[config.mk]
export PLATFORM = sky130hd
export DESIGN_NAME = hbdp_pred
export DESIGN_NICKNAME = d
export VERILOG_FILES = /design/src/rtl/hybrid_branch_direction_predictor_assert.svh /design/src/rtl/hbdp_pkg.sv /design/src/rtl/hbdp_pred.sv
export SDC_FILE = /design/constraint.sdc
export NUM_CORES = 1
export LEC_CHECK = 0
export ABC_AREA = 1
export BUFFER_PORTS_ARGS = -buffer_cell sky130_fd_sc_hd__buf_4
export CAP_MARGIN = 20
export CORE_MARGIN = 1.5
export CORE_UTILIZATION = 53
export DETAILED_ROUTE_END_ITERATION = 7
export PLACE_DENSITY = 0.87
export SLEW_MARGIN = 10
export SYNTH_ARGS = -nofsm -noshare
export SYNTH_HDL_FRONTEND = slang
export SYNTH_SLANG_ARGS = --single-unit
[constraint.sdc]
create_clock -name vclk -period 1.95
set_clock_uncertainty 0.15 [all_clocks]
set_input_delay 0.195 -clock vclk [all_inputs]
set_output_delay 0.195 -clock vclk [all_outputs]
set_load 0.02 [all_outputs]
[src/rtl/hybrid_branch_direction_predictor_assert.svh]
`ifndef HYBRID_BRANCH_DIRECTION_PREDICTOR_ASSERT_SVH
`define HYBRID_BRANCH_DIRECTION_PREDICTOR_ASSERT_SVH

// Same-cycle implication, checked out of reset.
`define HBDP_ASSERT_NOW(lbl, ante, cons) \
	lbl: assert property (@(posedge clk) disable iff (!arst_n) (ante) |-> (cons)) \
		else $error("hbdp assertion failed");

// Next-cycle implication, checked out of reset.
`define HBDP_ASSERT_NEXT(lbl, ante, cons) \
	lbl: assert property (@(posedge clk) disable iff (!arst_n) (ante) |=> (cons)) \
		else $error("hbdp assertion failed");

`endif

[src/rtl/hbdp_pkg.sv]
package hbdp_pkg;

	typedef struct packed {
		logic [2:0] gag;
		logic [1:0] c_lg;
		logic [1:0] c_tlg;
		logic [1:0] c_tgg;
		logic [1:0] c_tgl;
	} gtab_t;

	typedef struct packed {
		logic [1:0] bim;
		logic [1:0] lpt;
		gtab_t      gt;
		logic [2:0] gsh;
	} ctrs_t;

	typedef struct packed {
		logic       back;
		logic [7:0] preds;
		logic [7:0] miss;
	} result_t;

	localparam int unsigned OUTQ_DEPTH = 4;
	localparam int unsigned OUTQ_AW    = 2;

endpackage

[src/rtl/hbdp_pred.sv]
module hbdp_pred (
	input  hbdp_pkg::ctrs_t   cur,
	input  logic              taken,
	input  logic              back,
	output hbdp_pkg::result_t res,
	output hbdp_pkg::ctrs_t   upd
);

	logic p_bim, p_sag, p_gag, p_gs, p_hyb, p_maj, p_tour;
	logic m_sag, m_gag, m_gs;
	logic [7:0] preds;

	function automatic logic [1:0] sat2(input logic [1:0] v, input logic up);
		logic [1:0] r;
		r = v;
		if (up && v != 2'd3) r = v + 2'd1;
		if (!up && v != 2'd0) r = v - 2'd1;
		return r;
	endfunction

	function automatic logic [2:0] sat3(input logic [2:0] v, input logic up);
		logic [2:0] r;
		r = v;
		if (up && v != 3'd7) r = v + 3'd1;
		if (!up && v != 3'd0) r = v - 3'd1;
		return r;
	endfunction

	// A chooser moves only when exactly one of its two predictors missed.
	function automatic logic [1:0] choose(input logic [1:0] c, input logic fm,
			input logic sm);
		logic [1:0] r;
		r = c;
		if (fm != sm) r = sat2(c, fm);
		return r;
	endfunction

	always_comb begin
		p_bim = cur.bim[1];
		p_sag = cur.lpt[1];
		p_gag = cur.gt.gag[2];
		p_gs  = cur.gsh[2];
		p_hyb = cur.gt.c_lg[1] ? p_gag : p_sag;
		p_maj = (p_sag & p_gag) | (p_sag & p_gs) | (p_gag & p_gs);
		if (cur.gt.c_tlg[1]) begin
			p_tour = cur.gt.c_tgg[1] ? p_gs : p_gag;
		end else begin
			p_tour = cur.gt.c_tgl[1] ? p_sag : p_gs;
		end
		preds = {p_tour, p_maj, p_hyb, p_gs, p_gag, p_sag, p_bim, back};
		res.back  = back;
		res.preds = preds;
		res.miss  = preds ^ {8{taken}};
		m_sag = p_sag ^ taken;
		m_gag = p_gag ^ taken;
		m_gs  = p_gs ^ taken;
		upd.bim      = sat2(cur.bim, taken);
		upd.lpt      = sat2(cur.lpt, taken);
		upd.gt.gag   = sat3(cur.gt.gag, taken);
		upd.gsh      = sat3(cur.gsh, taken);
		upd.gt.c_lg  = choose(cur.gt.c_lg, m_sag, m_gag);
		upd.gt.c_tlg = choose(cur.gt.c_tlg, m_sag, m_gag);
		upd.gt.c_tgg = choose(cur.gt.c_tgg, m_gag, m_gs);
		upd.gt.c_tgl = choose(cur.gt.c_tgl, m_gs, m_sag);
	end

endmodule

# Word level (Yosys, flattened, before mapping)
# Index checks and enable logic that the tools add are counted.
dict set report word_totals {
  elab_cells 88
  input_bits 20
  register_bits 0
}
dict set report op_classes {
  reduce_logical 28
  addsub 16
  n_bitwise 9
  muxes 24
  n_eq_ne 11
}
# operator n
set ops {}
lappend ops {{$mux W2} 16}
lappend ops {{$logic_and A1 B1 Y1} 16}
lappend ops {{$add A2 B1 Y2 const B} 6}
lappend ops {{$mux W3} 4}
lappend ops {{$ne A2 B2 Y1 const B} 6}
lappend ops {{$reduce_bool A2 Y1} 6}
lappend ops {{$sub A2 B1 Y2 const B} 6}
lappend ops {{$xor A8 B8 Y8} 1}
lappend ops {{$add A3 B1 Y3 const B} 2}
lappend ops {{$ne A3 B3 Y1 const B} 2}
lappend ops {{$reduce_bool A3 Y1} 2}
lappend ops {{$sub A3 B1 Y3 const B} 2}
lappend ops {{$logic_not A1 Y1} 4}
lappend ops {{$mux W1} 4}
lappend ops {{$and A1 B1 Y1} 3}
lappend ops {{$ne A1 B1 Y1} 3}
lappend ops {{$xor A1 B1 Y1} 3}
lappend ops {{$or A1 B1 Y1} 2}

# Depth between registers and ports, before layout
dict set report logic_depth {
  ltp_word 5
  depth_mapped 10
  ltp_nobuf 9
}

# Least setup slack after synthesis
# No wires, ideal clock.
dict set report synth_timing {
  kind {input port to output port}
  from {input cur[11] in the netlist's numbering}
  to {output upd[11] in the netlist's numbering}
  path_stages 5
  path_slack_ps 482
  t_arrival_ps 1123
  n_path_buf 0
  t_required_ps 1605
  path_cell_list {ha_1 -> ha_1 -> nor2_2 -> a21oi_2 -> xor2_1}
}
# element line_no
set synth_lines {}
lappend synth_lines {{start: declaration} hbdp_pred.sv:2} ;# input hbdp_pkg::ctrs_t cur,
lappend synth_lines {{end: declaration} hbdp_pred.sv:6} ;# output hbdp_pkg::ctrs_t upd

==> summary.md <==
| Metric | Value |
|---|---|
| Multiplexer area fraction after synthesis | `0%` |
| Vias | `1219` |
| Pint | `0.0002095 W` |
| Pleak | `0.9184 nW` |
| Routed Antenna Nets | `0` |
| Core ar. | `between 1500 and 2000 um2` |
| Final Non-Filler Cells | `251` |
| Crit-path max FO | `16` |
| Synth Warn # | `0` |
| Clock share of power | `0%` |
| WP data required | `1.60 ns` |
| Largest area contributor in the netlist | `ha_1` |
| Worst path max stage delay | `approximately 0.23 ns` |
| Setup crit end kind | `output port` |
| Wire per inst | `10.03 um` |
| Critical Path Start | `taken` |
| Initial antenna violation count | `0` |
| Final HPWL from detailed placement | `around 2.2 mm` |
| Total GRT Usage | `roughly a fifth` |
| Top post-synthesis cells by area | `ha_1, nand2_1, inv_1, buf_4, xor2_1` |
| Measured slew at the worst slew-check pin | `0.2682 ns` |
| Cell Chain, Critical Path | `buf_4 > inv_2 > nand2_1 > nand2_1 > nand2_1 > nand2_1 > nand2_1 > nand2_1 > nand2_1 > buf_4` |
| P_sw | `0.0002888 W` |
| Max-slew headroom | `81.93%` |
| Seq/Total Area, Yosys | `0%` |
| Compound-Gate Fraction of Synth Area | `under 10%` |
| Status | `finished, final reports clean` |
| Worst hold start | `back` |
| Adder-Cell Fraction of Synth Area | `25.70%` |
| Port Buf Inserts | `55` |
| Post-synth top area share | `25.70%` |
| CP dominant cell by count | `nand2_1` |
| Area grow syn2layout | `29.16%` |
| Register area | `0 um2` |
| Vias in the first global route | `1143` |
| Cell Area, Synth | `between 1000 and 1500 um2` |
| Overflow after GRT | `0` |
| DRT iter0 DRCs | `11` |
| Reg power frac | `0%` |
| FFs & Latches | `0` |
| Die width | `48.97 um` |
| Largest net degree at the start of global routing | `17` |
| Final Setup Violations | `0` |
| Antenna Cells | `0` |
| Cell with the most instances after synthesis | `nand2_1` |
| PostCTS Resize Cnt | `0` |
| Tcrit/Tclk final | `88.19%` |
| Combinational Power Share | `between 90% and 100%` |
| RSZ-0062 raised after global routing | `no` |
| GP Congestion | `between 0.7 and 0.8` |
| # fillers | `181` |
| CP max-delay cell | `inv_2` |
| Worst VDD drop | `roughly 0.21 mV` |
| Pins over their slew limit | `0` |
| Hold Fails Final Rpt | `0` |
| Max cap viols | `0` |
| Share of post-route cells with drive strength above 1 | `32.14%` |
| Cell Pwr Density | `344.5 nW/um2` |
| Min cycle time layout | `1.720 ns` |
| Initial Utilization | `56.50%` |
| Final #Nets | `between 200 and 300` |
| Hold Path Depth | `2` |
| Die ar. | `2398 um2` |
| First-pass GRT wire length | `4.278 mm` |
| Syn_area_per_cell | `6.086 um2` |
| Die Ht | `48.97 um` |
| DP Cell Count | `251` |
| Post-synth top cells | `nand2_1, inv_1, ha_1, buf_4, nand3_1` |
| Largest family of logic cells by synthesized area | `simple AND/OR/NAND/NOR gates` |
| Startpoint types | `primary input` |
| Path type of the worst setup path | `primary input to output port` |
| Syn Inst Count | `roughly 180` |
| Post-Route Setup TNS | `0 ns` |
| Fmax | `581.5 MHz` |
| Cell row count | `16` |
| Postcts setup bufs | `0` |
| # IOs | `55` |
| Clock buf count | `0` |
| Cts hold-fix bufs | `0` |
| Simple-gate portion of the synthesized area | `34.86%` |
| # DRC | `0` |
| Cell variety after synth | `20` |
| Sw Share | `between 50% and 60%` |
| Worst EP arrival | `1.37 ns` |
| Xor and xnor area share after synthesis | `8.603%` |
| Worst min path class | `primary input to output port` |
| Post-Syn Nets | `between 200 and 250` |
| Via/cell ratio | `between 4 and 5` |
| Routed WL | `2.517 mm` |
| First-pass DRT Iterations | `6` |
[per-layer routing]
metal	vias up	global-route usage, %	wire (um)
met2	37	45.66	1401
met5	-	0	0
li1	637	-	-
met3	2	0.6135	109
met4	0	1.429	14
met1	543	22.22	992
[cell families (layout without fill, tap and decap cells)]
group                    after synthesis  in the layout
AND/OR/NAND/NOR                       88             88
buffers and inverters                 51             91
adder cells (fa/ha/maj)               23             23
AO/OA/AOI/OAI                         11             11
XOR/XNOR                              11             11
[power by group through the flow]
stage | sequential [W] | combinational [W] | clock, W
global placement | 0 | 0.000484 | 0
floorplan | 0 | 0.000324 | 0
detailed placement | 0 | 0.000500 | 0
global route | 0 | 0.000545 | 0
finish | 0 | 0.000498 | 0
CTS | 0 | 0.000502 | 0
[worst max-delay path: cells and delay by family]
kind	cells	cell delay, ns
simple gates	7	0.60
buf+inv	3	0.56
[metrics by stage]
stage	power, W	hold slack, ns	util, %	setup WS [ns]	area, um2
CTS	0.0005017	0.4660	72.98	0.2290	1446
global placement	0.0004835	0.4640	72.98	0.3057	1446
finish	0.0004983	0.4644	72.98	0.2302	1446
floorplan	0.0003241	0.3526	-	0.4821	1120
global route	0.0005446	0.4685	72.98	0.06807	1446
detailed placement	0.0004996	0.4658	72.98	0.2316	1446
[cell usage in the layout, fill, tap and decap left out, drive strengths merged]
| cell | Yosys | layout |
|---|---|---|
| a21oi | 2 | 2 |
| buf | 15 | 55 |
| ha | 23 | 23 |
| inv | 36 | 36 |
| nand2 | 67 | 67 |
| nand3 | 14 | 14 |
| nand3b | 2 | 2 |
| nor2 | 4 | 4 |
| o211ai | 2 | 2 |
| o21ai | 3 | 3 |
| o221ai | 4 | 4 |
| or3 | 1 | 1 |
| xnor2 | 2 | 2 |
| xor2 | 9 | 9 |
[path summary, 6_finish.rpt]
path                       to  slack, ns
worst max-delay path   upd[7]       0.23
worst min-delay path  res[16]       0.46
[layout make-up]
class	instances	area, um2	share of cell area [%]
Inverter	36	135.1	9.343
Multi-Input combinational cell	133	864.6	59.77
Tap cell	27	33.78	2.336
Timing Repair Buffer	55	412.9	28.55
(Power assumes the default switching activity.)
