--- src/rtl/hybrid_branch_direction_predictor_assert.svh ---
`ifndef HYBRID_BRANCH_DIRECTION_PREDICTOR_ASSERT_SVH
`define HYBRID_BRANCH_DIRECTION_PREDICTOR_ASSERT_SVH

// Same-cycle implication, checked out of reset.
`define HBDP_ASSERT_NOW(lbl, ante, cons) \
	lbl: assert property (@(posedge clk) disable iff (!arst_n) (ante) |-> (cons)) \
		else $error("hbdp assertion failed");

// Next-cycle implication, checked out of reset.
`define HBDP_ASSERT_NEXT(lbl, ante, cons) \
	lbl: assert property (@(posedge clk) disable iff (!arst_n) (ante) |=> (cons)) \
		else $error("hbdp assertion failed");

`endif

--- src/rtl/hbdp_pkg.sv ---
package hbdp_pkg;

	typedef struct packed {
		logic [2:0] gag;
		logic [1:0] c_lg;
		logic [1:0] c_tlg;
		logic [1:0] c_tgg;
		logic [1:0] c_tgl;
	} gtab_t;

	typedef struct packed {
		logic [1:0] bim;
		logic [1:0] lpt;
		gtab_t      gt;
		logic [2:0] gsh;
	} ctrs_t;

	typedef struct packed {
		logic       back;
		logic [7:0] preds;
		logic [7:0] miss;
	} result_t;

	localparam int unsigned OUTQ_DEPTH = 4;
	localparam int unsigned OUTQ_AW    = 2;

endpackage

--- src/rtl/hbdp_outq.sv ---
module hbdp_outq (
	input  logic                           clk,
	input  logic                           arst_n,
	input  logic                           push,
	input  hbdp_pkg::result_t              din,
	output logic                           out_valid,
	input  logic                           out_ready,
	output hbdp_pkg::result_t              dout,
	output logic [hbdp_pkg::OUTQ_AW:0]     count
);

	hbdp_pkg::result_t mem_q [hbdp_pkg::OUTQ_DEPTH];
	logic [hbdp_pkg::OUTQ_AW-1:0] wp_q, rp_q;
	logic [hbdp_pkg::OUTQ_AW:0]   cnt_q;
	logic pop;

	assign out_valid = (cnt_q != '0);
	assign pop       = out_valid && out_ready;
	assign dout      = mem_q[rp_q];
	assign count     = cnt_q;

	always_ff @(posedge clk or negedge arst_n) begin
		if (!arst_n) begin
			wp_q  <= '0;
			rp_q  <= '0;
			cnt_q <= '0;
		end else begin
			if (push) wp_q <= wp_q + 1'b1;
			if (pop) rp_q <= rp_q + 1'b1;
			if (push && !pop) cnt_q <= cnt_q + 1'b1;
			else if (pop && !push) cnt_q <= cnt_q - 1'b1;
		end
	end

	always_ff @(posedge clk) begin
		if (push) begin
			mem_q[wp_q] <= din;
		end
	end

endmodule
--- config.mk ---
export PLATFORM = sky130hd
export DESIGN_NAME = hbdp_outq
export DESIGN_NICKNAME = d
export VERILOG_FILES = /design/src/rtl/hybrid_branch_direction_predictor_assert.svh /design/src/rtl/hbdp_pkg.sv /design/src/rtl/hbdp_outq.sv
export SDC_FILE = /design/constraint.sdc
export NUM_CORES = 1
export LEC_CHECK = 0
export BUFFER_PORTS_ARGS = -buffer_cell sky130_fd_sc_hd__buf_2
export CORE_MARGIN = 2
export CORE_UTILIZATION = 54
export DETAILED_ROUTE_END_ITERATION = 8
export GPL_ROUTABILITY_DRIVEN = 0
export GPL_TIMING_DRIVEN = 0
export PLACE_DENSITY = 0.8
export SYNTH_ARGS = -nofsm -noshare
export SYNTH_HDL_FRONTEND = slang
export SYNTH_SLANG_ARGS = --single-unit
export TNS_END_PERCENT = 50
--- constraint.sdc ---
create_clock -name clk -period 2.6 [get_ports clk]
set_input_delay 0.13 -clock clk [delete_from_list [all_inputs] [get_ports clk]]
set_output_delay 0.13 -clock clk [all_outputs]
set_load 0.02 [all_outputs]
=== After elaboration in Yosys (flattened, before gate mapping) ===
Memory sizes are Yosys's and may differ from the RTL's.
Index checks and enable logic that the tools add are counted.
Widths: inputs -> output; s select.

* Latch bits: 0
* Flip-flop bits (word level): 7
* Memories: 1
* Word-level logic and storage cells: 19
* Bits in read-only memories: 0
* Bits of input ports: 21
* Output and inout port bits: 21
* Bits in writable memories: 68

* Equality and inequality tests: 0
* Reductions and logical operators: 7
* Bitwise logic cells: 0
* Magnitude comparators: 0
* Mux-type cells: 4
* Add/subtract/negate cells: 4
* Multipliers: 0
* Shift-type cells: 0
* Divide/modulo/power cells: 0

{| class="wikitable"
|+ Memories
! memory !! depth !! width !! read ports !! clocked after memory_dff !! write ports !! line !! text
|-
| mem_q || 4 || 17 || 1 || 0 || 1 || hbdp_outq.sv:12 || <nowiki>hbdp_pkg::result_t mem_q [hbdp_pkg::OUTQ_DEPTH];</nowiki>
|}

{| class="wikitable"
|+ Operators with widths
! operator !! count
|-
| $mux 3 || 2
|-
| $add 2x1->2 const B || 2
|-
| $add 3x1->3 const B || 1
|-
| $logic_and 1x1->1 || 3
|-
| $reduce_bool 3->1 || 1
|-
| $sub 3x1->3 const B || 1
|-
| $logic_not 1->1 || 2
|-
| $mux 1 || 2
|-
| $reduce_bool 2->1 || 1
|}

=== Depth between registers and ports, before layout ===
* Depth in word-level cells: 5
* Mapped depth: 8
* Depth with buffers taken out: 8

=== Least setup slack after synthesis ===
No wires, ideal clock.

* Path kind: register to register
* Start point: register cnt_q, in the netlist count[0]
* End point: register cnt_q, in the netlist count[2]
* Required time: 2521 ps
* Setup slack: 402 ps
* Arrival time: 2119 ps
* Stages on the path, launching flop included: 9
* Period minus slack after synthesis: 2198 ps
* Cell sequence: dfrtp_1 > or3_1 > nand2_1 > ha_1 > inv_1 > fa_1 > xor2_1 > nor2_1 > xor2_1

* Longest elaborated chain between the ends: 5
* Elaborated cells between the ends (all ways): 10
* Those cells by class: 2 x add/sub; 2 x mux; 6 x reduce/logical

{| class="wikitable"
|+ Ends and longest elaborated chain
! item !! line !! text
|-
| start, declared || hbdp_outq.sv:14 || <nowiki>logic [hbdp_pkg::OUTQ_AW:0] cnt_q;</nowiki>
|-
| start signal, assigned || hbdp_outq.sv:30 || <nowiki>if (push && !pop) cnt_q <= cnt_q + 1'b1;</nowiki>
|-
| start signal, assigned || hbdp_outq.sv:31 || <nowiki>else if (pop && !push) cnt_q <= cnt_q - 1'b1;</nowiki>
|-
| $reduce_bool 3->1 * || hbdp_outq.sv:17 || <nowiki>assign out_valid = (cnt_q != '0);</nowiki>
|-
| net out_valid || hbdp_outq.sv:6 || <nowiki>output logic out_valid,</nowiki>
|-
| $logic_and 1x1->1 * || hbdp_outq.sv:18 || <nowiki>assign pop = out_valid && out_ready;</nowiki>
|-
| $logic_not 1->1 || hbdp_outq.sv:30 ||
|-
| $logic_and 1x1->1 || hbdp_outq.sv:30 ||
|-
| $mux 3 or $reduce_bool 2->1 (tied branches) || n/a ||
|}

Mark *: on every way through the listed nets, which the timed path passes. The rest lies on a longest branch. The select of a mux whose other input is x is not followed.
A chain may end at the register's enable or synchronous reset.

=== Worst setup path in the final report ===
* Start point: register cnt_q, in the netlist count[0]
* End point: register cnt_q, in the netlist count[2]

* Longest elaborated chain between the ends: 5
* Elaborated cells between the ends (all ways): 10
* Those cells by class: 2 x add/sub; 2 x mux; 6 x reduce/logical

{| class="wikitable"
|+ Ends and longest elaborated chain
! item
|-
| parallel branches: the longest is 5 deep, another holds $sub 3x1->3
|}

Parallel ways; which one is timed is not known. The select of a mux whose other input is x is not followed.

==> run_results.csv <==
group,metric,value,unit
clock_network,numCtsBuffers,9,
synthesis,yosys-top-cells-count,"68 x edfxtp_1, 9 x mux4_1, 8 x mux4_2",
final_layout,seq_area,2220,um2
synthesis,synth-edff-count,68,
power_and_ir_drop,seq_power_share,0.444,
worst_setup_path,reg2reg_depth,8,
floorplan,die_x,77.1,um
floorplan,fp.dieH,77.1,um
clock_network,tritoncts,"done",
timing,maxSlewViolCount,0,
grt,antenna_found_initial,0,
timing,rsz0062_at_grt,"false",
power_and_ir_drop,comb_power_share,0.344,
synthesis,syn_nets,149,
timing,post-route-min-period,2160,ps
clock_network,clockBufferDepth,2,
run,cap_violations,0,
clock_network,cts_max_level,3,
floorplan,pin_count,42,
timing,fmax,462,MHz
power_and_ir_drop,p_sw_frac,0.319,
placement,dp_hpwl,3050,um
drt,drt-total-wl,4910,um
worst_setup_path,cp_max_fo,4,
power_and_ir_drop,p_leak,0.00128,uW
timing,setup-violations-final,0,
grt,grt_overflow,0,
synthesis,synthTopCellsByArea,"edfxtp_1 71%, mux4_1 8.2%, mux4_2 6.2%",
synthesis,synth_simple_gate_area_frac,0.0165,
drt,drt-wirelength-per-cell,18.9,um
timing,fin_skew,3.79,ps
grt,grt_pass1_vias,1474,
synthesis,synth_compound_area_frac,0.00173,
worst_setup_path,required,2860,ps
synthesis,synth_top_area_frac,0.708,
worst_setup_path,critPathCaptureType,"flop",
synthesis,ys_seq_area_frac,0.768,
final_layout,finish.utilization,0.674,
final_layout,multi_input_area,616,um2
synthesis,yosys-mux-area-fraction,0.148,
power_and_ir_drop,power_per_cell_area,1100,nW/um2
worst_setup_path,start_kind,"flop",
final_layout,syn_to_final_growth,20.0,%
power_and_ir_drop,p_int,2590,uW
worst_setup_path,cp.arrival,2420,ps
floorplan,start_util,0.561,
final_layout,finalInstanceArea,3460,um2
drt,drtAntennaViolNets,0,
synthesis,yosys_warnings,0,
drt,drc_errors,0,
synthesis,synth_xor_area_frac,0.0182,
drt,dr.pass1.iters,4,
drt,vias,1392,
final_layout,fin_nets,212,
clock_network,clk_latency,330,ps
power_and_ir_drop,p_clk_frac,0.212,
clock_network,clkTransAtPathRegs,70,ps
synthesis,synthArstFlopShare,0.0933,
synthesis,ys.flop_type,"edfxtp_1",
worst_hold_path,whs_path_depth,1,
placement,place_area,3180,um2
placement,numPortBuffers,41,
floorplan,core_area,5140,um2
timing,finalSetupTns,0,ps
drt,avgViaCountPerCell,5.37,
final_layout,diodes,0,
worst_setup_path,path_class,"reg -> reg",
clock_network,cts_root_buf,"clkbuf_8",
timing,slew_headroom,0.397,
clock_network,cts_sinks,75,
timing,hold_slack,12.3,ps
grt,track_usage,0.179,
power_and_ir_drop,ir_drop,0.631,mV
worst_hold_path,hp-class,"in -> reg",
synthesis,syn_avg_cell_area,23.6,um2
synthesis,synth_top_cell_by_area,"edfxtp_1",
floorplan,dieArea,5940,um2
timing,period_share,0.833,
power_and_ir_drop,switchingPower,1210,uW
grt,grt_pass1_wl,7500,um
synthesis,syn_area,2890,um2
grt,grt_max_degree,18,
synthesis,yosys.area_share.adder,0.0286,
timing,worst_pin_slew,904,ps
drt,dr.first_iter.drc_count,103,
floorplan,num_rows,26,
synthesis,yosysMostFrequentCell,"edfxtp_1",
final_layout,fillers,370,
final_layout,drive_above_1_share,0.344,
synthesis,ys_ff_latch,75,
synthesis,synth_top_family_by_area,"multiplexers",
timing,hold_viol,0,
outcome,status,"finished clean",
synthesis,synthesis.instances,122,
synthesis,yosysUniqueCellTypes,19,
## cells by family (layout without fill, tap and decap cells)
logic type / count (synthesis) / count (layout)
multiplexers: 18 / 18
buffers and inverters: 7 / 74
XOR/XNOR: 6 / 6
AO/OA/AOI/OAI: 1 / 1
adder cells (fa/ha/maj): 6 / 6
AND/OR/NAND/NOR: 9 / 9
flip-flops: 75 / 75
## flip-flops by register name (all words and copies together) (netlist names)
name / flops
wp_q: 2
count: 3
mem_q: 68
rp_q: 2
## final timing paths
check,startpoint,to,slack [ps]
max,count[0],count[2],440
min,din[10],mem_q[1][10],10
max reg2reg,count[0],count[2],440
min reg2reg,count[2],count[2],490
max in group asynchronous,arst_n,count[0],2280
min in group asynchronous,arst_n,wp_q[1],150
## worst max-delay path, cell delays in order, from the launching register on
cell,delay [ps]
dfrtp_1,430
or3_1,420
nand2_1,140
ha_1,200
inv_1,70
fa_1,390
xor2_1,150
nor2_1,130
xor2_1,160
## placed cells by master (no fill, tap or decap)
cell type and count:
edfxtp_1 68, buf_2 43, dlygate4sd3_1 11, mux4_1 9
clkbuf_8 9, mux4_2 8, dfrtp_1 7, ha_1 5
and2_1 4, inv_1 3, xnor2_1 3, xor2_1 3
nand2_1 2, clkinv_1 2, clkbuf_1 2, buf_6 1
buf_12 1, or3_1 1, mux2_2 1, o21ai_0 1
nand3_1 1, nor2_1 1, fa_1 1, bufinv_16 1
clkinv_2 1
## final cells by class
cell class / count / area share
Sequential cell: 75 / 0.640
Multi-Input combinational cell: 40 / 0.178
Timing Repair Buffer: 52 / 0.0911
Clock buffer: 11 / 0.0379
Tap cell: 70 / 0.0253
Clock inverter: 4 / 0.0123
Buffer: 4 / 0.0119
Inverter: 3 / 0.00325
## through the flow
stage / power, uW / setup WS, ps / instances
after detailed placement: 3030 / 432 / 233
after CTS: 3840 / 406 / 255
after floorplan: 2630 / 402 / 122
after global routing: 4000 / 277 / 259
after global placement: 2960 / 573 / 233
final: 3810 / 435 / 259
## power by group through the flow
stage                     Clock (uW)  Combinational (uW)  Sequential [uW]
after floorplan                    0                 915             1710
after global placement             0                1270             1690
after detailed placement           0                1310             1720
after CTS                        818                1330             1690
after global routing             875                1410             1710
final                            806                1310             1690
## repair_timing
action                                  4_1_cts  5_1_grt
endpoints found under the setup margin        0        0
hold buffers                                  7        4
buffers inserted                              0        0
hold endpoints to repair                     24       16
gates resized for setup                       0        0
## layer usage
| metal | global-route usage | routed length [um] |
|---|---|---|
| met1 | 0.198 | 1840 |
| met2 | 0.314 | 2710 |
| met5 | 0 | 0 |
| met4 | 0.0696 | 70 |
| met3 | 0.0647 | 291 |
No activity file was read; power rests on OpenSTA's default activity.
