`src/rtl/hybrid_branch_direction_predictor_assert.svh`:
```
`ifndef HYBRID_BRANCH_DIRECTION_PREDICTOR_ASSERT_SVH
`define HYBRID_BRANCH_DIRECTION_PREDICTOR_ASSERT_SVH

// Same-cycle implication, checked out of reset.
`define HBDP_ASSERT_NOW(lbl, ante, cons) \
	lbl: assert property (@(posedge clk) disable iff (!arst_n) (ante) |-> (cons)) \
		else $error("hbdp assertion failed");

// Next-cycle implication, checked out of reset.
`define HBDP_ASSERT_NEXT(lbl, ante, cons) \
	lbl: assert property (@(posedge clk) disable iff (!arst_n) (ante) |=> (cons)) \
		else $error("hbdp assertion failed");

`endif

```
`src/rtl/hbdp_ram.sv`:
```
module hbdp_ram #(
	parameter int unsigned WIDTH = 2,
	parameter int unsigned DEPTH = 512
) (
	input  logic                     clk,
	input  logic                     we,
	input  logic [$clog2(DEPTH)-1:0] waddr,
	input  logic [WIDTH-1:0]         wdata,
	input  logic [$clog2(DEPTH)-1:0] raddr,
	output logic [WIDTH-1:0]         rdata
);

	logic [WIDTH-1:0] mem [DEPTH];

	// Read returns the old contents when the same entry is written in that cycle.
	always_ff @(posedge clk) begin
		rdata <= mem[raddr];
		if (we) begin
			mem[waddr] <= wdata;
		end
	end

endmodule

```
`config.mk`:
```
export PLATFORM = sky130hd
export DESIGN_NAME = hbdp_ram
export DESIGN_NICKNAME = d
export VERILOG_FILES = /design/src/rtl/hybrid_branch_direction_predictor_assert.svh /design/src/rtl/hbdp_ram.sv
export SDC_FILE = /design/constraint.sdc
export NUM_CORES = 1
export LEC_CHECK = 0
export ABC_AREA = 1
export BUFFER_PORTS_ARGS = -buffer_cell sky130_fd_sc_hd__buf_2
export CORE_MARGIN = 2
export CORE_UTILIZATION = 45
export DETAILED_ROUTE_END_ITERATION = 7
export PLACE_DENSITY = 0.57
export SLEW_MARGIN = 30
export SYNTH_ARGS = -nofsm -noshare
export SYNTH_HDL_FRONTEND = slang
export SYNTH_SLANG_ARGS = --single-unit
export TNS_END_PERCENT = 10
```
`constraint.sdc`:
```
create_clock -name clk -period 2.4 [get_ports clk]
set_input_delay 0.6 -clock clk [delete_from_list [all_inputs] [get_ports clk]]
set_output_delay 0.6 -clock clk [all_outputs]
set_load 0.02 [all_outputs]
```
# Yosys cells after proc, flatten, opt, wreduce, memory -nomap -nowiden

Memories as Yosys holds them, arrays and structs flattened. A register that Yosys moved wholly into a read port is not among the register bits.
Index checks and enable logic that the tools add are counted.

Register bits after elaboration: 0
Bits in latches: 0
RAM bits: 1,024
Bits in read-only memories: 0
Input bits: 22
Output and inout bits: 2
Word-level logic and storage cells: 3
Memories kept: 1

$add $sub $neg: 0
Multiply operators: 0
Div/mod/pow operators: 0
$lt $le $gt $ge: 0
Equality and inequality tests: 0
Shift-type cells: 0
Multiplexer cells: 2
Bitwise logic cells: 0
Reductions and logical operators: 0

Memories:

| memory | depth | bits a word | rd ports | clocked after Yosys merged registers in | write ports | RTL line       | source |
|---|---|---|---|---|---|---|---|
| mem    | 512   | 2           | 1        | 1                                       | 1           | hbdp_ram.sv:13 | `logic [WIDTH-1:0] mem [DEPTH];` |

Operators with widths:

| kind    | count |
|---|---|
| $mux W1 | 2 |

# Depth between registers and ports, before layout

Gate-level depths: netlist of the first run.

Word-level depth: 2
Mapped depth: 16
Mapped depth without buffers: 13

# Worst setup path after synthesis of the first run

OpenSTA, ideal clock, no wires.

Path kind: input -> register
Start: input port raddr[1]
End: register rdata[1], read port of mem
Setup time: 112 ps
Data arrival time: 1,777 ps
Required time: 2,288 ps
Slack: 511 ps
Stages: 15
Path buffers: 3
Cell sequence: buf_2 > inv_2 > buf_2 > buf_2 > nand3_1 > nand3_1 > nand3_1 > nand3_1 > nand3_1 > nand2_1 > nand2_1 > nand3_1 > nand2_1 > nand2_1 > nand2_1

RTL lines:

| item               | RTL line       | source |
|---|---|---|
| start: declaration | hbdp_ram.sv:9  | `input logic [$clog2(DEPTH)-1:0] raddr,` |
| end: declaration   | hbdp_ram.sv:10 | `output logic [WIDTH-1:0] rdata` |

# Final worst setup path of the first run

Start: register rdata[0], read port of mem
End: output port rdata[0]

No word-level cell between the ends.

==> flow_metrics.tcl, run 1 <==
set metrics [dict create \
    status "complete, no violations" \
    path_delay_family "flip-flops" \
    syn-cell-area_sq_um 43900 \
    critical-path-max-stage-delay_ps 510 \
    rsz0062_at_grt "no" \
    fin_area_sq_um 50300 \
    avgSynthCellArea_sq_um 10.9 \
    gp_congestion 0.824 \
    dieArea_sq_um 100000 \
    yosysTopAreaCell "edfxtp_1" \
    first_iter_violations 3098 \
    final_hold_viol_count 0 \
    netlist_instances 4013 \
    hold_ws_ps 286 \
    via_per_inst 5.57 \
    period_share_pct 85.8 \
    place_area_sq_um 46900 \
    syn_to_final_growth_pct 14.6 \
    fp.dieH_um 316 \
    hpwl_um 72600 \
    cts.clk_slew.worst_paths_ps 60 \
    synthesis.nets 4035 \
    path_buf_inv 1 \
    grt_pass1_vias 29500 \
    cpMaxStageDelayCell "dfxtp_1" \
    synth.distinct_cells 15 \
    regArea_sq_um 30800 \
    io_pins 24 \
    worstSetupPathType "reg -> out" \
    worstPathRequired_ps 1800 \
    mostFrequentLayoutCells "nand2_1, edfxtp_1, nand3_1" \
    cts_max_level 3 \
    insertion_delay_ps 670 \
    grt_max_degree 78 \
    fillCellCount 8582 \
    firstDrtPassIters 6 \
    ctsResizeCount 0 \
    postCtsHoldBufs 0 \
    crit_fanout 1 \
    io_buffers 23 \
    grt_overflow_total 0 \
    skew_ps 14.0 \
    path_cells "buf_2" \
    fin_crit_ps 2060 \
    cts.path.max_buffers 3 \
    vias 30300 \
    seq_area_frac_synth_pct 70.2 \
    nNetsFinal 4099 \
    yosys_warnings 0 \
    yosysTopAreaCellShare_pct 70.1 \
    endpoint_kind "output port" \
    relSlewSlack_pct 60.6 \
    p_leak_nw 17.5 \
    max_freq_ghz 0.486 \
    reg2reg_slack_ps 630 \
    cp_data_arrival_time_ps 1460 \
    drtAntennaViolNets 0 \
    post_cts_buffers 0 \
    ys_ff_latch 1026 \
    cts_buffers 107 \
    cp-start-kind "flip-flop" \
    cap_viol_max_count 0 \
    synth.area.top_cells "edfxtp_1, nand3_1, nand2_1" \
    grt_pass1_wl_um 183000 \
    clkSinkCount 1026 \
    routed_wl_um 122000 \
    multi_input_area_sq_um 11200 \
    layout_commonest_cell "nand2_1" \
    core_sq_um 96700 \
    die_width_um 316 \
    tightest_slew_ps 590 \
    drc_errors 0 \
    cts-root-buf "clkbuf_16" \
    final_max_slew_viol_count 0 \
    start_util_pct 45.4 \
    tritoncts "yes" \
    rows 114 \
    p_per_area_nw_per_um2 767 \
    holdCritPathClass "in -> reg" \
    setup_viol 0 \
    routedWlPerCell_um 22.5 \
    antenna_found_initial 2 \
    vdd_ir_drop_max_mv 0.616 \
    drive_gt1_share_pct 10.1 \
    grt_usage_pct 24.6 \
]
[cell type report]
cell class / count / area share (%)
clock buffer: 132 / 5.60
multi-input combinational: 2647 / 22.4
sequential: 1026 / 61.2
timing repair buffer: 256 / 6.17
tap: 1276 / 3.18
clock inverter: 61 / 1.11
inverter: 39 / 0.351
antenna: 2 / 0.00995
[worst min-delay path: stages]
cell     delay [ps]
buf_2           180
nand2_1          90
nand2_1          40
[state kept, by name (all words and copies together) (netlist names)]
name,flops
rdata,2
mem,1024
[final timing paths]
kind                    start        to  cells after the start
setup / recovery     rdata[0]  rdata[0]                      1
hold / removal       raddr[8]  rdata[0]                      3
setup reg to reg  mem[443][1]  rdata[1]                     12
hold reg to reg   mem[282][1]  rdata[1]                     12
[where the power goes]
part           internal, mW  switching [mW]
Clock                  9.43            6.78
Sequential             19.7          0.0120
Combinational         0.814            1.80
[routing by layer]
| layer | vias up | wire length [um] | global-route usage, % | part of all wire, % |
|---|---|---|---|---|
| met5 | - | 0 | 0 | 0 |
| met4 | 0 | 2610 | 6.75 | 2.1 |
| met3 | 189 | 8660 | 3.37 | 7.1 |
| met2 | 1034 | 58500 | 40.5 | 48 |
| met1 | 15000 | 52300 | 34.6 | 43 |
| li1 | 14100 | - | - | - |
[through the flow]
stage / power (mW) / TNS (ps) / setup WS (ps) / util (%) / cells
after global placement: 22.7 / -410 / -236 / 48.5 / 5244
final: 38.6 / 0 / 341 / 52.0 / 5439
after global routing: 39.7 / 0 / 295 / 52.0 / 5437
after detailed placement: 22.7 / -804 / -176 / 48.5 / 5244
after floorplan: 21.5 / 0 / 511 / - / 4013
after CTS: 38.8 / 0 / 357 / 52.0 / 5437
[Yosys cell counts, drive strengths merged]
| library cell | instances |
|---|---|
| buf | 229 |
| clkbuf | 72 |
| dfxtp | 2 |
| edfxtp | 1024 |
| inv | 39 |
| nand2 | 1122 |
| nand3 | 1000 |
| nor2 | 514 |
| nor3 | 11 |
[cell families after synthesis]
family,count (synthesis),synth area share [%]
and+or+nand+nor,2647,25.5
buffers and inverters,340,4.26
DFF,1026,70.2
(Power assumes the default switching activity.)
==> run 2, diff against run 1 <==
- clock period: 2.4 -> 2.02 ns (I/O delays scaled with it)
==> run 2 against run 1 <==
First-iteration DRC count is 3.3% higher. Routed wire length is 0.71% higher. Hold slack worse by 150 ps. Non-clock buffer count is 52 higher. Critical path type unchanged. Largest cell class unchanged. Setup slack worse by 160 ps. Via count is 0.88% higher. Die area stayed put. Critical path depth stayed put. Flip-flop and latch count stayed put. Critical endpoint unchanged. Clock skew is 23 ps higher. Sequential share of layout area is 0.87 points lower.
==> flow_metrics.tcl, run 2 (synthesis results as in run 1) <==
set metrics [dict create \
    cts.clk_slew.worst_paths_ps 70 \
    syn_to_final_growth_pct 16.3 \
    max_freq_ghz 0.544 \
    firstDrtPassIters 5 \
    setup_viol 0 \
    antenna_found_initial 3 \
    fp.dieH_um 316 \
    die_width_um 316 \
    dieArea_sq_um 100000 \
    rsz0062_at_grt "no" \
    post_cts_buffers 0 \
    vdd_ir_drop_max_mv 0.637 \
    clkSinkCount 1026 \
    vias 30600 \
    finalSetupTns_ps 0 \
    crit_fanout 1 \
    hpwl_um 73400 \
    holdCritPathClass "in -> reg" \
    nNetsFinal 4152 \
    routedWlPerCell_um 22.4 \
    cpMaxStageDelayCell "dfxtp_1" \
    via_per_inst 5.56 \
    ctsResizeCount 0 \
    cap_viol_max_count 0 \
    switching_share_pct 22.6 \
    cp_data_arrival_time_ps 1330 \
    cts-root-buf "clkbuf_16" \
    drc_errors 0 \
    status "complete, no violations" \
    final_max_slew_viol_count 0 \
    final_hold_viol_count 0 \
    p_leak_nw 17.9 \
    path_buf_inv 1 \
    io_pins 24 \
    grt_max_degree 82 \
    grt_pass1_wl_um 183000 \
    critical-path-max-stage-delay_ps 380 \
    core_sq_um 96700 \
    p_per_area_nw_per_um2 901 \
    first_iter_violations 3201 \
    relSlewSlack_pct 62.2 \
    p_switching_mw 10.4 \
    largest_reg_flops 1024 \
    grt_overflow_total 0 \
    tightest_slew_ps 566 \
    rows 114 \
    insertion_delay_ps 710 \
    cts_buffers 108 \
    top_register "mem" \
    grt_pass1_vias 29600 \
    cts.path.max_buffers 3 \
    cp-start-kind "flip-flop" \
    reg_top3 "mem (1024), rdata (2)" \
    endpoint_kind "output port" \
    fin_crit_ps 1840 \
    p_comb_share_pct 6.9 \
    timing.final.ws_setup_ps 181 \
    drtAntennaViolNets 0 \
    mostFrequentLayoutCells "nand2_1, edfxtp_1, nand3_1" \
    drive_gt1_share_pct 11.3 \
    fin_area_sq_um 51000 \
    place_area_sq_um 47600 \
    clkPwrFrac_pct 42.0 \
    layout_commonest_cell "nand2_1" \
    path_delay_family "flip-flops" \
    p_int_mw 35.6 \
    io_buffers 23 \
    routed_wl_um 123000 \
    path_cells "buf_2" \
    fillCellCount 8533 \
    cts_max_level 3 \
    grt_usage_pct 24.7 \
    gp_congestion 0.835 \
    total_power_mw 46.0 \
    period_share_pct 91.0 \
    postCtsHoldBufs 0 \
    tritoncts "yes" \
    worstSetupPathType "reg -> out" \
    worstPathRequired_ps 1510 \
    p_seq_share_pct 51.0 \
    start_util_pct 45.4 \
    place_ws_ps -382 \
    skew_ps 36.5 \
]
run 2: layout make-up:
type	instances	area (sq um)	share of cell area [%]
Antenna cell	1	2.50	0.00491
Timing Repair Buffer	308	3780	7.41
Inverter	39	176	0.346
Tap cell	1276	1600	3.13
Clock inverter	69	576	1.13
Sequential cell	1026	30800	60.4
Multi-Input combinational cell	2647	11200	22.0
Clock buffer	134	2840	5.57
run 2: power groups by stage:
stage	logic, mW	registers [mW]	clock network (mW)
6_report	3.19	23.4	19.3
3_5_place_dp	3.18	23.9	0
2_1_floorplan	1.59	23.9	0
4_1_cts	3.19	23.4	19.6
3_3_place_gp	3.17	23.9	0
5_1_grt	3.46	23.4	20.4
run 2: stage by stage:
step                util (%)  hold WS (ps)  std cells
detailed placement      49.2           856       5296
global route            52.7           141       5499
floorplan                  -           604       4013
CTS                     52.7           106       5499
global placement        49.2           859       5296
finish                  52.7           131       5500
run 2: worst paths after layout:
kind | cells past startpoint | slack (ps) | to | start
max | 1 | 180 | rdata[0] | rdata[0]
min | 3 | 130 | rdata[1] | raddr[8]
max reg2reg | 12 | 330 | rdata[1] | mem[310][1]
min reg2reg | 12 | 1070 | rdata[1] | mem[142][1]
run 2: per-layer routing:
metal  track usage (%)  share of wire, %
met4              8.49               3.1
met5                 0             0.012
met2              39.9                47
met3              3.85               7.4
met1              34.3                42
